<file path="config.mk">
export PLATFORM = sky130hd
export DESIGN_NAME = tga_uncompressed_stream_decoder_top
export DESIGN_NICKNAME = d
export VERILOG_FILES = /design/src/rtl/core/tga_usd_pkg.sv /design/src/rtl/core/tga_usd_parse.sv /design/src/rtl/core/tga_usd_oreg.sv /design/src/rtl/core/tga_uncompressed_stream_decoder_top.sv
export VERILOG_INCLUDE_DIRS = /design/src /design/src/rtl/core
export SDC_FILE = /design/constraint.sdc
export NUM_CORES = 1
export LEC_CHECK = 0
export BUFFER_PORTS_ARGS = -buffer_cell sky130_fd_sc_hd__buf_2
export CAP_MARGIN = 25
export CELL_PAD_IN_SITES_DETAIL_PLACEMENT = 1
export CELL_PAD_IN_SITES_GLOBAL_PLACEMENT = 1
export CORE_MARGIN = 1
export CORE_UTILIZATION = 49
export DETAILED_ROUTE_END_ITERATION = 8
export PLACE_DENSITY_LB_ADDON = 0.1
export SYNTH_ARGS = -nofsm -noshare
export SYNTH_HDL_FRONTEND = slang
export SYNTH_SLANG_ARGS = --single-unit
</file>
<file path="constraint.sdc">
create_clock -name clk -period 6.4 [get_ports clk]
set_input_delay 0.96 -clock clk [delete_from_list [all_inputs] [get_ports clk]]
set_output_delay 0.96 -clock clk [all_outputs]
set_load 0.005 [all_outputs]
</file>
<file path="src/rtl/core/tga_uncompressed_stream_decoder_top_defines.svh">
// Assertion macros shared by the TGA stream decoder modules.
// Expects clk and arst_n in scope at the point of use.
`ifndef TGA_UNCOMPRESSED_STREAM_DECODER_TOP_DEFINES_SVH
`define TGA_UNCOMPRESSED_STREAM_DECODER_TOP_DEFINES_SVH

// Same-cycle implication, held off during reset.
`define TGA_ASSERT_NOW(label, ante, cons, msg) \
	label: assert property (@(posedge clk) disable iff (!arst_n) (ante) |-> (cons)) \
		else $error(msg);

// Next-cycle implication, held off during reset.
`define TGA_ASSERT_NEXT(label, ante, cons, msg) \
	label: assert property (@(posedge clk) disable iff (!arst_n) (ante) |=> (cons)) \
		else $error(msg);

`endif

</file>
<file path="src/rtl/core/tga_usd_pkg.sv">
// Shared types and constants for the TGA uncompressed stream decoder.
// No dependencies.
`default_nettype none
package tga_usd_pkg;

	localparam int HdrLen   = 12;
	localparam int InfoEnd  = 18;
	localparam int BppRgb   = 24;
	localparam int BppRgba  = 32;

	// parse phases
	localparam logic [2:0] PH_IDLE   = 3'd0;
	localparam logic [2:0] PH_HEADER = 3'd1;
	localparam logic [2:0] PH_INFO   = 3'd2;
	localparam logic [2:0] PH_PIXELS = 3'd3;
	localparam logic [2:0] PH_DONE   = 3'd4;

	// result status codes
	localparam logic [2:0] ST_PIXEL      = 3'd0;
	localparam logic [2:0] ST_HEADER_OK  = 3'd1;
	localparam logic [2:0] ST_BAD_HEADER = 3'd2;
	localparam logic [2:0] ST_BAD_INFO   = 3'd3;
	localparam logic [2:0] ST_TRUNCATED  = 3'd4;

	// fixed uncompressed-truecolour header
	function automatic logic [7:0] hdr_byte(input logic [3:0] idx);
		logic [7:0] b;
		b = 8'd0;
		if (idx == 4'd2) begin
			b = 8'd2;
		end
		return b;
	endfunction

	typedef struct packed {
		logic [2:0]  status;
		logic [7:0]  red;
		logic [7:0]  green;
		logic [7:0]  blue;
		logic [7:0]  alpha;
		logic        has_alpha;
		logic [15:0] image_width;
		logic [15:0] image_height;
		logic        last_pixel;
	} res_t;

endpackage
`default_nettype wire

</file>
<file path="src/rtl/core/tga_usd_parse.sv">
// Byte parser: header check, info capture, pixel assembly and position count.
// Depends on tga_usd_pkg and the assertion macro header.
`default_nettype none
`include "tga_uncompressed_stream_decoder_top_defines.svh"
module tga_usd_parse (
	input  wire logic              clk,
	input  wire logic              arst_n,
	input  wire logic              in_take,
	input  wire logic [7:0]        data_byte,
	input  wire logic              file_start,
	input  wire logic              stream_end,
	output logic                   res_valid,
	output tga_usd_pkg::res_t      res
);

	logic [2:0]       phase_q, phase_d;
	logic [4:0]       hpos_q, hpos_d;
	logic             mism_q, mism_d;
	logic [15:0]      width_q, width_d;
	logic [15:0]      height_q, height_d;
	logic             amode_q, amode_d;
	logic [15:0]      col_q, col_d;
	logic [15:0]      row_q, row_d;
	logic [1:0]       pbi_q, pbi_d;
	logic [2:0][7:0]  held_q, held_d;

	logic [2:0]       st;
	logic [7:0]       r, g, b, a;
	logic             lst;
	logic [2:0]       info_idx;
	logic [1:0]       pbi_top;
	logic [15:0]      w_m1, h_m1;

	always_comb begin
		phase_d  = phase_q;
		hpos_d   = hpos_q;
		mism_d   = mism_q;
		width_d  = width_q;
		height_d = height_q;
		amode_d  = amode_q;
		col_d    = col_q;
		row_d    = row_q;
		pbi_d    = pbi_q;
		held_d   = held_q;
		res_valid = 1'b0;
		st  = tga_usd_pkg::ST_PIXEL;
		r   = 8'd0;
		g   = 8'd0;
		b   = 8'd0;
		a   = 8'd0;
		lst = 1'b0;
		info_idx = 3'd0;
		pbi_top  = 2'd0;
		w_m1 = 16'd0;
		h_m1 = 16'd0;

		if (in_take) begin
			if (file_start) begin
				phase_d  = tga_usd_pkg::PH_HEADER;
				hpos_d   = 5'd0;
				mism_d   = 1'b0;
				width_d  = 16'd0;
				height_d = 16'd0;
				amode_d  = 1'b0;
				col_d    = 16'd0;
				row_d    = 16'd0;
				pbi_d    = 2'd0;
				held_d   = '0;
			end

			unique case (phase_d)
				tga_usd_pkg::PH_HEADER: begin
					if (hpos_d < 5'(tga_usd_pkg::HdrLen) &&
					    data_byte != tga_usd_pkg::hdr_byte(hpos_d[3:0])) begin
						mism_d = 1'b1;
					end
					hpos_d = hpos_d + 5'd1;
					if (hpos_d >= 5'(tga_usd_pkg::HdrLen)) begin
						hpos_d = 5'(tga_usd_pkg::HdrLen);
						if (mism_d) begin
							res_valid = 1'b1;
							st = tga_usd_pkg::ST_BAD_HEADER;
							phase_d = tga_usd_pkg::PH_DONE;
						end else begin
							phase_d = tga_usd_pkg::PH_INFO;
						end
					end
					if (!res_valid && stream_end) begin
						res_valid = 1'b1;
						st = tga_usd_pkg::ST_TRUNCATED;
						phase_d = tga_usd_pkg::PH_DONE;
					end
				end
				tga_usd_pkg::PH_INFO: begin
					info_idx = 3'(hpos_d - 5'(tga_usd_pkg::HdrLen));
					unique case (info_idx)
						3'd0: width_d  = {8'd0, data_byte};
						3'd1: width_d  = {data_byte, width_d[7:0]};
						3'd2: height_d = {8'd0, data_byte};
						3'd3: height_d = {data_byte, height_d[7:0]};
						3'd4: begin
							amode_d = (data_byte == 8'(tga_usd_pkg::BppRgba));
							mism_d  = (data_byte != 8'(tga_usd_pkg::BppRgb)) &&
							          (data_byte != 8'(tga_usd_pkg::BppRgba));
						end
						default: ;
					endcase
					hpos_d = hpos_d + 5'd1;
					if (hpos_d >= 5'(tga_usd_pkg::InfoEnd)) begin
						hpos_d = 5'(tga_usd_pkg::InfoEnd);
						res_valid = 1'b1;
						if (mism_d || width_d == 16'd0 || height_d == 16'd0) begin
							st = tga_usd_pkg::ST_BAD_INFO;
							phase_d = tga_usd_pkg::PH_DONE;
						end else if (stream_end) begin
							st = tga_usd_pkg::ST_TRUNCATED;
							phase_d = tga_usd_pkg::PH_DONE;
						end else begin
							st = tga_usd_pkg::ST_HEADER_OK;
							phase_d = tga_usd_pkg::PH_PIXELS;
							col_d = 16'd0;
							row_d = 16'd0;
							pbi_d = 2'd0;
						end
					end else if (stream_end) begin
						res_valid = 1'b1;
						st = tga_usd_pkg::ST_TRUNCATED;
						phase_d = tga_usd_pkg::PH_DONE;
					end
				end
				tga_usd_pkg::PH_PIXELS: begin
					pbi_top = amode_d ? 2'd3 : 2'd2;
					if (pbi_d < pbi_top) begin
						if (pbi_d != 2'd3) begin
							held_d[pbi_d] = data_byte;
						end
						pbi_d = pbi_d + 2'd1;
						if (stream_end) begin
							res_valid = 1'b1;
							st = tga_usd_pkg::ST_TRUNCATED;
							phase_d = tga_usd_pkg::PH_DONE;
						end
					end else begin
						pbi_d = 2'd0;
						w_m1 = width_d - 16'd1;
						h_m1 = height_d - 16'd1;
						res_valid = 1'b1;
						if (col_d == w_m1 && row_d == h_m1) begin
							phase_d = tga_usd_pkg::PH_DONE;
							lst = 1'b1;
						end else if (stream_end) begin
							st = tga_usd_pkg::ST_TRUNCATED;
							phase_d = tga_usd_pkg::PH_DONE;
						end else if (col_d >= w_m1) begin
							col_d = 16'd0;
							row_d = row_d + 16'd1;
						end else begin
							col_d = col_d + 16'd1;
						end
						if (st == tga_usd_pkg::ST_PIXEL) begin
							b = held_d[0];
							g = held_d[1];
							r = amode_d ? held_d[2] : data_byte;
							a = amode_d ? data_byte : 8'd0;
						end
					end
				end
				default: ;
			endcase
		end

		res.status       = st;
		res.red          = r;
		res.green        = g;
		res.blue         = b;
		res.alpha        = a;
		res.has_alpha    = amode_d;
		res.image_width  = width_d;
		res.image_height = height_d;
		res.last_pixel   = lst;
	end

	always_ff @(posedge clk or negedge arst_n) begin
		if (!arst_n) begin
			phase_q  <= tga_usd_pkg::PH_IDLE;
			hpos_q   <= 5'd0;
			mism_q   <= 1'b0;
			width_q  <= 16'd0;
			height_q <= 16'd0;
			amode_q  <= 1'b0;
			col_q    <= 16'd0;
			row_q    <= 16'd0;
			pbi_q    <= 2'd0;
			held_q   <= '0;
		end else begin
			phase_q  <= phase_d;
			hpos_q   <= hpos_d;
			mism_q   <= mism_d;
			width_q  <= width_d;
			height_q <= height_d;
			amode_q  <= amode_d;
			col_q    <= col_d;
			row_q    <= row_d;
			pbi_q    <= pbi_d;
			held_q   <= held_d;
		end
	end

	`TGA_ASSERT_NOW(a_hpos_range, 1'b1, hpos_q <= 5'(tga_usd_pkg::InfoEnd), "header position overran")
	`TGA_ASSERT_NOW(a_pix_dims, phase_q == tga_usd_pkg::PH_PIXELS, width_q != 16'd0 && height_q != 16'd0 && hpos_q == 5'(tga_usd_pkg::InfoEnd), "pixel phase without valid info")
	`TGA_ASSERT_NOW(a_pix_pos, phase_q == tga_usd_pkg::PH_PIXELS, col_q < width_q && row_q < height_q, "pixel position outside image")

endmodule
`default_nettype wire

</file>
<file path="src/rtl/core/tga_usd_oreg.sv">
// Result register with a skid stage so the input side runs while output stalls.
// Depends on tga_usd_pkg and the assertion macro header.
`default_nettype none
`include "tga_uncompressed_stream_decoder_top_defines.svh"
module tga_usd_oreg (
	input  wire logic              clk,
	input  wire logic              arst_n,
	input  wire logic              push,
	input  wire tga_usd_pkg::res_t push_res,
	output logic                   room,
	output logic                   out_valid,
	input  wire logic              out_ready,
	output tga_usd_pkg::res_t      out_res
);

	logic               main_v_q, skid_v_q;
	tga_usd_pkg::res_t  main_q, skid_q;
	logic               pop;

	assign pop       = main_v_q && out_ready;
	assign room      = !skid_v_q;
	assign out_valid = main_v_q;
	assign out_res   = main_q;

	always_ff @(posedge clk or negedge arst_n) begin
		if (!arst_n) begin
			main_v_q <= 1'b0;
			skid_v_q <= 1'b0;
		end else if (pop || !main_v_q) begin
			if (skid_v_q) begin
				main_v_q <= 1'b1;
				skid_v_q <= 1'b0;
			end else begin
				main_v_q <= push;
			end
		end else if (push) begin
			skid_v_q <= 1'b1;
		end
	end

	// payload, no reset
	always_ff @(posedge clk) begin
		if (pop || !main_v_q) begin
			main_q <= skid_v_q ? skid_q : push_res;
		end else if (push) begin
			skid_q <= push_res;
		end
	end

	`TGA_ASSERT_NOW(a_skid_main, skid_v_q, main_v_q, "skid beat held with empty output register")
	`TGA_ASSERT_NOW(a_no_push_full, skid_v_q, !push, "beat pushed into full buffer")
	`TGA_ASSERT_NOW(a_last_is_pixel, main_v_q && main_q.last_pixel, main_q.status == tga_usd_pkg::ST_PIXEL, "last flag on non-pixel beat")

endmodule
`default_nettype wire

</file>
<file path="src/rtl/core/tga_uncompressed_stream_decoder_top.sv">
// Top level of the uncompressed true-colour TGA stream decoder.
// Depends on tga_usd_pkg, tga_usd_parse and tga_usd_oreg.
//
//  Channel  | Dir | tdata                         | tuser      | tlast
//  s_axis   | in  | data_byte                     | file_start | stream_end
//  m_axis   | out | pixel, alpha flag, dimensions | status     | last_pixel
//
// One byte beat per cycle while s_axis_tready is high; a result is registered
// at the edge that takes its byte, into the skid stage if m_axis is stalled.
// s_axis_tready drops only while output register and skid stage both hold a
// beat, i.e. with two results waiting on m_axis_tready.
// Reset leaves the parser idle until a file_start beat; bytes before that,
// or after completion or an error, give no result.
`default_nettype none
module tga_uncompressed_stream_decoder_top (
	input  wire logic        clk,
	input  wire logic        arst_n,
	input  wire logic        s_axis_tvalid,
	output logic             s_axis_tready,
	input  wire logic [7:0]  s_axis_tdata,   // [7:0] data_byte
	input  wire logic        s_axis_tuser,   // [0] file_start
	input  wire logic        s_axis_tlast,   // stream_end
	output logic             m_axis_tvalid,
	input  wire logic        m_axis_tready,
	// [7:0] red, [15:8] green, [23:16] blue, [31:24] alpha, [32] has_alpha,
	// [48:33] image_width, [64:49] image_height, [71:65] zero
	output logic [71:0]      m_axis_tdata,
	output logic [2:0]       m_axis_tuser,   // [2:0] status
	output logic             m_axis_tlast    // last_pixel
);

	logic               take;
	logic               room;
	logic               res_valid;
	tga_usd_pkg::res_t  res;
	tga_usd_pkg::res_t  out_res;

	assign s_axis_tready = room;
	assign take          = s_axis_tvalid && room;

	tga_usd_parse u_parse (
		.clk        (clk),
		.arst_n     (arst_n),
		.in_take    (take),
		.data_byte  (s_axis_tdata),
		.file_start (s_axis_tuser),
		.stream_end (s_axis_tlast),
		.res_valid  (res_valid),
		.res        (res)
	);

	tga_usd_oreg u_oreg (
		.clk       (clk),
		.arst_n    (arst_n),
		.push      (res_valid),
		.push_res  (res),
		.room      (room),
		.out_valid (m_axis_tvalid),
		.out_ready (m_axis_tready),
		.out_res   (out_res)
	);

	// pack beat fields, red in the lowest bits
	assign m_axis_tdata = {7'd0, out_res.image_height, out_res.image_width,
	                       out_res.has_alpha, out_res.alpha, out_res.blue,
	                       out_res.green, out_res.red};
	assign m_axis_tuser = out_res.status;
	assign m_axis_tlast = out_res.last_pixel;

endmodule
`default_nettype wire

</file>
# Word level (Yosys, flattened, before mapping)
# Cells that the tools add are included.
# W data, S select, Z words.
# word_totals
ff_bits	240
output_inout_bits	78
elab_cells	214
inputBits	14
# op_classes
order_cmp	7
bitwise_logic	1
mux	133
add_sub_neg	7
n_reduce_logical	19
n_eq_ne	15
# op_table
cell	n
$mux W16	30
$mux W8	21
$pmux W16 S2	4
$mux W24	5
$mux W3	23
$mux W69	1
$add A16 B1 Y16 const B	2
$eq A16 B16 Y1	2
$logic_not A16 Y1	2
$sub A16 B1 Y16 const B	2
$mux W1	29
$bwmux W24	1
$mux W5	4
$pmux W3 S3	2
$demux W8 S2	1
$ge A16 B16 Y1	1
$mux W2	8
$eq A3 B2 Y1 const B	4
$pmux W5 S2	1
$eq A8 B6 Y1 const B	1
$ne A8 B5 Y1 const B	1
$ne A8 B6 Y1 const B	1
$ne A8 B8 Y1	1
$logic_and A1 B1 Y1	7
other kinds (22)	28

# Logic depth before layout (Yosys ltp)
# Gate-level depths: netlist (run 1).
# depth
word_depth	23
depth_mapped	21
depth_no_buf	17

# Cells and area by module
# From an unflattened synthesis (run 1), not the netlist that was laid out.
# unflattened
cells_unflattened	1150
hier_area_um2	13041.3
# modules_own_cells
module	area_each_um2	instances	cells_per_inst	seq_area_each_um2
tga_usd_parse	7572.3	1	917	2502.4
tga_usd_oreg	5406.4	1	224	4194.0
tga_uncompressed_stream_decoder_top	62.6	1	9	0.0

# Worst setup path before layout (run 1)
# OpenSTA, ideal clock, no wires.
# synth_path
path_kind	input -> register
startpoint	input port s_axis_tuser
endpoint	register u_oreg.skid_q[0] (netlist name), enable pin
t_arrival_ns	6.121
path_buffers	3
stages	15
required_ns	5.903
setup_ns	0.497
setup_slack_ns	-0.218
path_cell_list	buf_2 -> inv_1 -> buf_2 -> buf_1 -> nand2_1 -> inv_1 -> ha_1 -> nand3_1 -> xnor2_1 -> and2_0 -> o21ai_0 -> o21ai_0 -> nand2_1 -> a31o_2 -> nor2_1
# synth_via
elab_chain_cells	21
elab_cells_between_ends	39
cone_classes	1 x add/sub; 4 x order compare; 5 x eq/ne; 25 x mux; 4 x reduce/logical
# synth_rtl
element	line_no	rtl
start, declared	tga_uncompressed_stream_decoder_top.sv:21	input wire logic s_axis_tuser,
$mux W5	tga_usd_parse.sv:58	if (file_start) begin
$mux W5	tga_usd_parse.sv:57	if (in_take) begin
$eq A4 B2 Y1	tga_usd_pkg.sv:29	if (idx == 4'd2) begin
$mux W2	tga_usd_pkg.sv:29	
$mux W8	tga_usd_parse.sv:71	unique case (phase_d)
$mux W8	tga_usd_parse.sv:57	
$ne A8 B8 Y1	tga_usd_parse.sv:74	data_byte != tga_usd_pkg::hdr_byte(hpos_d[3:0])) begin
$logic_and A1 B1 Y1	tga_usd_parse.sv:73	if (hpos_d < 5'(tga_usd_pkg::HdrLen) &&
[5 not listed]	--	
$mux W1	tga_usd_parse.sv:71	
$mux W1	tga_usd_parse.sv:57	
$logic_not A1 Y1	tga_usd_parse.sv:88	if (!res_valid && stream_end) begin
$logic_and A1 B1 Y1	tga_usd_parse.sv:88	
$mux W1	tga_usd_parse.sv:88	
$pmux W1 S3 *	tga_usd_parse.sv:71	
$mux W1 *	tga_usd_parse.sv:57	
$reduce_and A2 Y1 (no line) *	--	
end signal, assigned	tga_usd_oreg.sv:46	skid_q <= push_res;
end, declared	tga_usd_oreg.sv:17	tga_usd_pkg::res_t main_q, skid_q;
# Every way passes the cells marked *; elsewhere a longest branch is shown, timed or not. The select of a mux whose other input is x is not followed.
# A chain may end at the register's enable or synchronous reset.

==> impl_metrics.csv, run 1 <==
group,metric,value,unit
global_routing,grt_usage,28.5,%
timing,tightest_slew,1050,ps
synth,ys_top_cells_by_area,"edfxtp_1 33%, dfrtp_1 20%, a22o_1 3.2%",
flow_run,maxCapViolCount,0,
cts,clockBufferDepth,3,
cts,cts_tree,"yes",
route,drc,0,
cts,cts_buffers,27,
placed_design,post_dp_cell_area,13200,sq um
route,vias,9683,
synth,yosysMostFrequentCell,"edfxtp_1",
timing,rsz0062_at_grt,"no",
timing,setup_slack,1260,ps
power,ir_worst_vdd,0.000176,V
cts,htree_num_levels,1,
route,routed_wl,36.9,mm
timing,max_slew_margin,29.7,%
setup_path,arrival,5540,ps
power,p_int,2.71,mW
placed_design,pre_cts_slack,911,ps
timing,finalSetupViolCount,0,
cts,cts_resized,0,
synth,synth_area_per_cell,11.0,sq um
route,drtAntennaViolNets,0,
floorplan,pin_count,92,
floorplan,start_util,49.9,%
synth,syn_inst,1136,
synth,ys_top_cells_by_count,"138 x edfxtp_1, 102 x dfrtp_1, 91 x nand2_1",
route,wire_per_inst,23.8,um
route,drt_first_iter_violations,659,
setup_path,cp_top_family,"simple AND/OR/NAND/NOR gates",
final_layout,drive_gt1_share,16.1,%
cts,root_buffer,"clkbuf_16",
setup_path,start_kind,"flip-flop",
hold_path,hold_path.class,"in -> async",
synth,synth_area,12500,sq um
setup_path,critical_path.cell_chain,"nor3_1 -> nand2_1 -> nor3_1 -> o21ai_0 -> o21bai_1 -> o22a_1 -> ha_1 -> nand4_1 -> nor4_1 -> buf_4 -> nand3_1 -> nor4_1 -> and4_1 -> nand2b_1 -> and3_1 -> and3_1 -> a21o_1",
power,p_per_area,254,nW/um^2
global_routing,antenna_found_initial,2,
setup_path,crit_type,"reg -> reg",
floorplan,rows,58,
cts,path_clk_slew,60,ps
route,via_per_inst,6.24,
cts,cts_setup_buffers,0,
floorplan,fp.dieW,162,um
power,power_switching_share,24.1,%
final_layout,area_growth,12.1,%
floorplan,die_h,162,um
timing,max_freq,0.195,GHz
synth,synth.top_cell.area_share,33.1,%
outcome,status,"complete, no violations",
timing,drv_slew,0,
placed_design,portBuffers,84,
timing,period_share,80.3,%
route,drt_pre_antenna_iters,5,
setup_path,cp_max_fo,24,
global_routing,overflow,0,
synth,synth_area_leader_cell,"edfxtp_1",
placed_design,place_congestion,0.942,
floorplan,dieArea,26200,sq um
power,p_sw,0.862,mW
floorplan,coreArea,25100,sq um
cts,clock_sinks,240,
timing,skew,11.5,ps
setup_path,slowest_stage,"and3_1",
power,power_frac_seq,48.6,%
synth,ys_ff_latch,240,
synth,synth_ff_type,"edfxtp_1",
global_routing,grt_pass1_vias,9843,
power,p_clk_share,43.3,%
setup_path,path_buf_inv,1,
timing,tns,0,ps
synth,ys_warn_count,0,
placed_design,hpwl,25.2,mm
synth,async_reset_ff_share,42.5,%
setup_path,reg2reg_slack,1260,ps
setup_path,end_kind,"flip-flop",
cts,hold_buffers,0,
power,p_leak,6.30,nW
setup_path,reg2reg_depth,17,
final_layout,final_util,56.0,%
setup_path,crit_required,6800,ps
setup_path,reg2reg_to,"u_oreg.out_res[36]",
global_routing,grt_max_degree,73,
timing,hold_violations,0,
final_layout,nNetsFinal,1245,
final_layout,fin_area,14100,sq um
timing,post-route-min-period,5140,ps
cts,worst_skew_pair.late_latency,540,ps
global_routing,grt_pass1_wl,58.1,mm
setup_path,r2r-start,"u_parse.width_q[2]",
synth,synth.distinct_cells,86,
power,power_frac_comb,8.1,%
setup_path,cpPeakStageDelay,660,ps
synth,yosysSeqAreaShare,53.4,%
synth,synth_edf_count,138,
[how the worst max path moves through the flow]
stage	end	slack [ps]	from	cells after the start
2_1_floorplan	u_oreg.skid_q[0]	50	s_axis_tuser	15
3_3_place_gp	u_oreg.out_res[39]	1070	s_axis_tuser	18
3_5_place_dp	u_oreg.out_res[37]	910	s_axis_tuser	18
4_1_cts	u_oreg.out_res[37]	1320	u_parse.width_q[2]	17
5_1_grt	u_oreg.out_res[36]	770	u_parse.width_q[2]	18
6_report	u_oreg.out_res[36]	1260	u_parse.width_q[2]	17
[power by group through the flow]
stage               Combinational [mW]  Sequential, mW  Clock [mW]
global placement                 0.284            1.76           0
global route                     0.316            1.74        1.63
floorplan                        0.159            1.76           0
finish                           0.289            1.73        1.54
CTS                              0.291            1.73        1.58
detailed placement               0.288            1.76           0
[stage by stage]
step           std cells  hold WS, ps  power (mW)
6_report            1551          398        3.57
5_1_grt             1551          429        3.68
4_1_cts             1550          403        3.60
3_5_place_dp        1502          473        2.05
3_3_place_gp        1502          467        2.05
2_1_floorplan       1142          454        1.92
[final cells by class]
class	instances	area (sq um)
clock buffers	40	776
repair buffers	99	536
fillers	2721	11100
inverters	34	128
well taps	330	413
multi-input cells	799	5410
flip-flops and latches	240	6700
diodes	1	2.50
clock inverters	8	96.3
[cells by family after synthesis]
family	synth area share (%)
flops	53.4
compound gates	17.1
simple gates	16.9
fa+ha+maj	2.99
buf+inv	3.77
xor+xnor	2.23
other cells	0.0299
mux	3.60
[worst register-to-register path, cell delays in order (launching register included)]
cell and delay (ps):
dfrtp_1 440, nor3_1 320, nand2_1 150, nor3_1 320, o21ai_0 270, o21bai_1 270, o22a_1 210, ha_1 300
nand4_1 140, nor4_1 350, buf_4 190, nand3_1 70, nor4_1 190, and4_1 510, nand2b_1 180, and3_1 660
and3_1 340, a21o_1 110
[layer usage]
| layer | track usage, % | vias up | wire length [um] |
|---|---|---|---|
| met2 | 46.4 | 238 | 17700 |
| li1 | - | 4403 | - |
| met5 | 0 | - | 0 |
| met4 | 7.85 | 0 | 795 |
| met1 | 40.3 | 4990 | 16900 |
| met3 | 3.47 | 52 | 1540 |
[sequential cells by signal (all words and copies together), names as in the netlist]
name,cells
u_parse.height_q,16
u_parse.row_q,16
u_parse.col_q,16
u_parse.mism_q,1
u_parse.amode_q,1
u_parse.pbi_q,2
u_oreg.out_res,69
u_parse.held_q,24
u_parse.phase_q,3
u_parse.width_q,16
u_oreg.skid_v_q,1
u_oreg.out_valid,1
u_oreg.skid_q,69
u_parse.hpos_q,5
[placed cells by master (no fill, tap or decap), types with 31 or more instances in the layout]
cell        n
edfxtp_1  138
nand2_1    91
a21oi_1    39
nor2_1     78
dfrtp_1   102
a21o_1     41
buf_2      83
a22o_1     46
mux2_2     33
inv_1      32
o21ai_0    31
Note: power is estimated with default switching activity, not from simulation.
==> run 2, diff against run 1 <==
==> constraint.sdc (replaced) <==
create_clock -name clk -period 5.2 [get_ports clk]
set_input_delay 0.78 -clock clk [delete_from_list [all_inputs] [get_ports clk]]
set_output_delay 0.78 -clock clk [all_outputs]
set_load 0.005 [all_outputs]
==> impl_metrics.csv, run 2 (synthesis gave the netlist of run 1 again) <==
group,metric,value,unit
route,routed_wl,37.0,mm
final_layout,layout_commonest_cell,"edfxtp_1",
global_routing,grt.busiest_layer,"met2",
final_layout,mostFrequentLayoutCells,"138 x edfxtp_1, 102 x dfrtp_1, 91 x nand2_1",
power,power_switching_share,23.6,%
final_layout,area_growth,13.4,%
final_layout,multi_input_area,5420,sq um
global_routing,grt_use_met1,38.5,%
floorplan,start_util,49.9,%
floorplan,die_h,162,um
placed_design,portBuffers,84,
setup_path,crit_start,"u_parse.width_q[2]",
global_routing,grt_pass1_vias,9976,
global_routing,met3_usage,4.32,%
setup_path,crit_required,5600,ps
flow_run,maxCapViolCount,0,
setup_path,cp_max_fo,24,
power,p_clk_share,45.3,%
power,ir_worst_vdd,0.000298,V
setup_path,start_kind,"flip-flop",
placed_design,place_congestion,0.936,
cts,cts_tree,"yes",
route,vias,9732,
global_routing,grt_pass1_wl,57.8,mm
cts,cts_setup_buffers,0,
cts,root_buffer,"clkbuf_16",
route,via_per_inst,6.24,
placed_design,hpwl,25.3,mm
cts,htree_num_levels,1,
final_layout,register_area,6700,sq um
power,p_sw,1.07,mW
timing,max_freq,0.210,GHz
final_layout,drive_gt1_share,17.2,%
route,drtAntennaViolNets,0,
timing,skew,14.9,ps
floorplan,pin_count,92,
global_routing,grt_max_degree,72,
floorplan,fp.dieW,162,um
power,p_int,3.48,mW
final_layout,num-fill-cells,2733,
timing,period_share,91.7,%
global_routing,antenna_found_initial,2,
final_layout,nNetsFinal,1251,
setup_path,end_kind,"flip-flop",
timing,max_slew_margin,29.1,%
power,finalPower,4.55,mW
timing,post-route-min-period,4770,ps
cts,cts_buffers,26,
timing,hold_violations,0,
route,wire_per_inst,23.7,um
floorplan,dieArea,26200,sq um
timing,drv_slew,0,
floorplan,coreArea,25100,sq um
setup_path,arrival,5170,ps
global_routing,overflow,0,
timing,tns,0,ps
setup_path,reg2reg_slack,430,ps
cts,clock_sinks,240,
cts,clockBufferDepth,3,
power,power_frac_seq,46.9,%
power,p_leak,6.38,nW
timing,tightest_slew,1060,ps
setup_path,r2r-start,"u_parse.width_q[2]",
timing,finalSetupViolCount,0,
timing,rsz0062_at_grt,"no",
route,drt_pre_antenna_iters,5,
floorplan,rows,58,
setup_path,crit_type,"reg -> reg",
outcome,status,"complete, no violations",
power,p_per_area,320,nW/um^2
cts,worst_skew_pair.late_latency,540,ps
route,drt_first_iter_violations,743,
global_routing,grt_usage,28.4,%
power,power_frac_comb,7.9,%
cts,path_clk_slew,60,ps
route,drc,0,
global_routing,use_met2,46.2,%
hold_path,hold_path.class,"in -> async",
[run 2: cell type report]
type	count	share of cell area (%)
Sequential cell	240	47.1
Inverter	34	0.898
Multi-Input combinational cell	799	38.1
Clock buffer	32	5.03
Timing Repair Buffer	106	4.23
Antenna cell	2	0.0352
Clock inverter	16	1.69
Tap cell	330	2.90
[run 2: repair_timing]
action,CTS,global route
hold buffers,0,0
setup endpoints to repair,0,42
resized for setup,0,3
[run 2: path summary, 6_finish.rpt]
check                           depth (start not counted)            endpoint
worst max-delay path                                   19  u_oreg.out_res[38]
worst min-delay path                                    1    u_parse.row_q[5]
worst max register to register                         19  u_oreg.out_res[38]
worst min register to register                          1   u_parse.held_q[7]
max in group asynchronous                               2  u_parse.held_q[14]
min in group clk                                        1   u_parse.held_q[7]
[run 2: stage by stage]
step | worst slack [ps] | hold slack, ps | instance area, sq um | std cells | util [%]
after floorplan | 225 | 454 | 12600 | 1142 | -
after global placement | 325 | 472 | 13200 | 1509 | 52.8
after detailed placement | 82.1 | 473 | 13200 | 1509 | 52.8
after CTS | 284 | 320 | 14200 | 1557 | 56.6
after global routing | 107 | 342 | 14200 | 1559 | 56.6
final | 429 | 285 | 14200 | 1559 | 56.6
[run 2: power groups by stage]
stage,Combinational [mW],Clock (mW),Sequential [mW]
final,0.359,2.06,2.13
after global routing,0.391,2.16,2.14
after CTS,0.360,2.09,2.14
after detailed placement,0.357,0,2.17
after global placement,0.349,0,2.17
after floorplan,0.197,0,2.16
[run 2: critical path: stages (launching register included)]
cell      delay (ps)
dfrtp_1          450
nor3_1           330
nand2_1          160
nor3_1           370
nand3_1          190
nor3_1           210
xor2_1           170
nor2_1            60
ha_1             310
nand4_1          140
nor4_1           420
buf_4            200
nand3_1           80
nor4_1           160
and4_2           430
nand2b_1         210
and3_1           160
buf_4            240
and3_1           230
a21o_1           110
[run 2: routing by layer]
metal | wire [um] | part of all wire (%) | vias to the layer above
met3 | 1930 | 5.2 | 64
met1 | 16300 | 44 | 4988
met2 | 17700 | 48 | 274
met5 | 0 | 0 | -
li1 | - | - | 4406
met4 | 1080 | 2.9 | 0
==> run 3, diff against run 2 <==
--- a/config.mk
+++ b/config.mk
@@ -13,7 +13,9 @@
 export CORE_MARGIN = 1
 export CORE_UTILIZATION = 49
 export DETAILED_ROUTE_END_ITERATION = 8
+export GPL_TIMING_DRIVEN = 0
 export PLACE_DENSITY_LB_ADDON = 0.1
 export SYNTH_ARGS = -nofsm -noshare
 export SYNTH_HDL_FRONTEND = slang
+export SYNTH_HIERARCHICAL = 1
 export SYNTH_SLANG_ARGS = --single-unit
==> impl_metrics.csv, run 3 <==
group,metric,value,unit
outcome,status,"complete, no violations",
floorplan,die_h,165,um
global_routing,grt_usage,30.4,%
synth,synth_ff_type,"edfxtp_1",
route,drtAntennaViolNets,0,
synth,synth_area_leader_cell,"edfxtp_1",
timing,hold_violations,0,
final_layout,diodes,0,
timing,skew,17.7,ps
setup_path,cp_max_fo,10,
placed_design,portBuffers,84,
synth,yosysSeqAreaShare,51.3,%
synth,syn_inst,1150,
route,drc,0,
cts,worst_skew_pair.late_latency,540,ps
setup_path,cpPeakStageDelay,600,ps
cts,hold_buffers,0,
final_layout,layout_commonest_cell,"edfxtp_1",
final_layout,area_growth,17.1,%
cts,clock_sinks,240,
placed_design,pre_cts_slack,-2710,ps
route,drt_pre_antenna_iters,5,
setup_path,critPathMostFrequentCell,"buf_4",
cts,cts_buffers,27,
setup_path,crit_type,"in -> reg",
timing,finalSetupViolCount,0,
route,vias,10276,
placed_design,place_congestion,0.947,
setup_path,reg2reg_slack,420,ps
floorplan,coreArea,26100,sq um
timing,rsz0062_at_grt,"no",
power,p_per_area,293,nW/um^2
global_routing,grt_max_degree,73,
global_routing,overflow,0,
synth,async_reset_ff_share,42.5,%
final_layout,nNetsFinal,1324,
synth,synthAdderAreaFrac,2.78,%
global_routing,grt_pass1_wl,63.1,mm
synth,synth_compound_area_share,14.3,%
setup_path,start_kind,"input port",
global_routing,grt_pass1_vias,10585,
synth,synth_top_family_by_area,"simple AND/OR/NAND/NOR gates",
cts,cts_tree,"yes",
placed_design,dp.cells,1579,
route,drt_first_iter_violations,739,
setup_path,slowest_stage,"or4_4",
timing,hold_ws,303,ps
synth,yosys.area_share.simple,16.9,%
synth,ys_ff_latch,240,
timing,period_share,95.8,%
synth,ys_warn_count,6,
cts,path_clk_slew,60,ps
synth,synth-xor-area-share,1.88,%
setup_path,path_buf_inv,10,
timing,tns,0,ps
floorplan,fp.dieW,165,um
power,finalPower,4.47,mW
route,wire_per_inst,25.0,um
power,ir_worst_vdd,0.000376,V
cts,clockBufferDepth,3,
timing,max_slew_margin,29.4,%
floorplan,pin_count,92,
setup_path,arrival,5380,ps
floorplan,start_util,50.0,%
final_layout,fin_area,15300,sq um
global_routing,antenna_found_initial,0,
final_layout,mostFrequentLayoutCells,"138 x edfxtp_1, 124 x nand2_1, 102 x dfrtp_1",
cts,root_buffer,"clkbuf_16",
placed_design,hpwl,27.4,mm
final_layout,final_util,58.6,%
placed_design,post_dp_cell_area,14100,sq um
setup_path,reg2reg_to,"u_oreg/out_res[61]",
floorplan,rows,59,
final_layout,final_cell_count_no_fill,1636,
cts,htree_num_levels,1,
synth,synth_area,13000,sq um
power,p_leak,6.57,nW
timing,setup_slack,221,ps
floorplan,dieArea,27300,sq um
timing,post-route-min-period,4980,ps
synth,synth.mux.area_fraction,8.40,%
setup_path,reg2reg_depth,19,
flow_run,maxCapViolCount,0,
setup_path,crit_required,5610,ps
timing,tightest_slew,1060,ps
setup_path,r2r-start,"u_parse/width_q[5]",
synth,synth_area_per_cell,11.3,sq um
setup_path,end_kind,"flip-flop",
hold_path,hold_path.class,"in -> async",
synth,synth.top_cell.area_share,31.8,%
synth,yosysMostFrequentCell,"edfxtp_1",
route,routed_wl,40.9,mm
timing,max_freq,0.201,GHz
synth,synth.distinct_cells,88,
setup_path,critical_path.cell_chain,"clkbuf_4 -> clkbuf_8 -> buf_6 -> clkbuf_8 -> buf_4 -> buf_4 -> buf_4 -> buf_4 -> nor2_1 -> ha_1 -> nand4_1 -> or4_4 -> nor4_2 -> o2111ai_1 -> nor3_2 -> nand2_2 -> a211oi_4 -> buf_4 -> buf_4 -> and3_1 -> mux2_4",
route,via_per_inst,6.28,
synth,synth_edf_count,138,
setup_path,cp_top_family,"buffers and inverters",
synth,ys_top_cells_by_count,"138 x edfxtp_1, 127 x nand2_1, 102 x dfrtp_1",
timing,drv_slew,0,
synth,ys_top_cells_by_area,"edfxtp_1 32%, dfrtp_1 20%, mux2_4 7.8%",
final_layout,drive_gt1_share,24.1,%
-- run 3: changes by cell type after synthesis, sizes merged, moves of 12 or more --
cell	before	now
o21ai	50	36
a21oi	39	51
inv	34	21
nand2b	24	9
a21o	41	9
mux2	33	72
nand2	93	128
-- run 3: area by class of cell --
type / instances / area, sq um
fillers: 2730 / 10800
repair buffers: 96 / 578
well taps: 335 / 419
multi-input cells: 816 / 5960
inverters: 22 / 100
flip-flops and latches: 240 / 6700
clock buffers: 33 / 718
plain buffers: 78 / 579
clock inverters: 16 / 220
-- run 3: repair_timing --
| action | 4_1_cts | 5_1_grt |
|---|---|---|
| setup buffers | 3 | 3 |
| gates cloned | 0 | 0 |
| resized for setup | 25 | 13 |
| pin swaps | 4 | 3 |
| setup endpoints to repair | 103 | 87 |
-- run 3: worst register-to-register path: stages, from the launching register on --
cell and delay [ps]:
dfrtp_1 440, nor4_1 370, nor2b_1 250, nor2b_1 150, o21ai_1 100, o21bai_2 240
or4_1 430, a31oi_2 180, ha_1 180, nand4_1 110, buf_4 180, nor4_4 290
nor4b_1 270, nand2_1 140, nor4b_2 310, o2111a_1 260, o211ai_1 90, buf_4 240
a21oi_1 220, mux2_4 180
-- run 3: worst max path at each step --
stage	startpoint	end	slack, ps	cells past startpoint
2_1_floorplan	s_axis_tuser	u_oreg/skid_q[0]	-860	17
3_3_place_gp	s_axis_tuser	u_oreg/skid_q[19]	-3560	13
3_5_place_dp	s_axis_tuser	u_oreg/out_res[39]	-2710	20
4_1_cts	s_axis_tuser	u_oreg/out_res[60]	20	23
5_1_grt	s_axis_tuser	u_oreg/out_res[37]	30	21
6_report	s_axis_tuser	u_oreg/out_res[40]	220	21
-- run 3: kinds of logic (layout without fill, tap and decap cells) --
kind of cell    after synthesis  count (layout)
mux                          75              75
flops                       240             240
compound gates              250             250
simple gates                427             427
other cells                   1               7
xor+xnor                     28              28
buf+inv                     100             245
fa+ha+maj                    29              29
-- run 3: power breakdown --
group	switching (mW)	internal, mW
Combinational	0.224	0.111
Sequential	0.0278	2.07
Clock	0.810	1.23
-- run 3: per-layer routing --
layer | GRT usage [%] | vias to the layer above | part of all wire [%]
li1 | - | 4577 | -
met4 | 10.4 | 0 | 2.9
met3 | 4.77 | 82 | 6.5
met2 | 51.0 | 403 | 49
met5 | 0 | - | 0
met1 | 40.0 | 5214 | 41
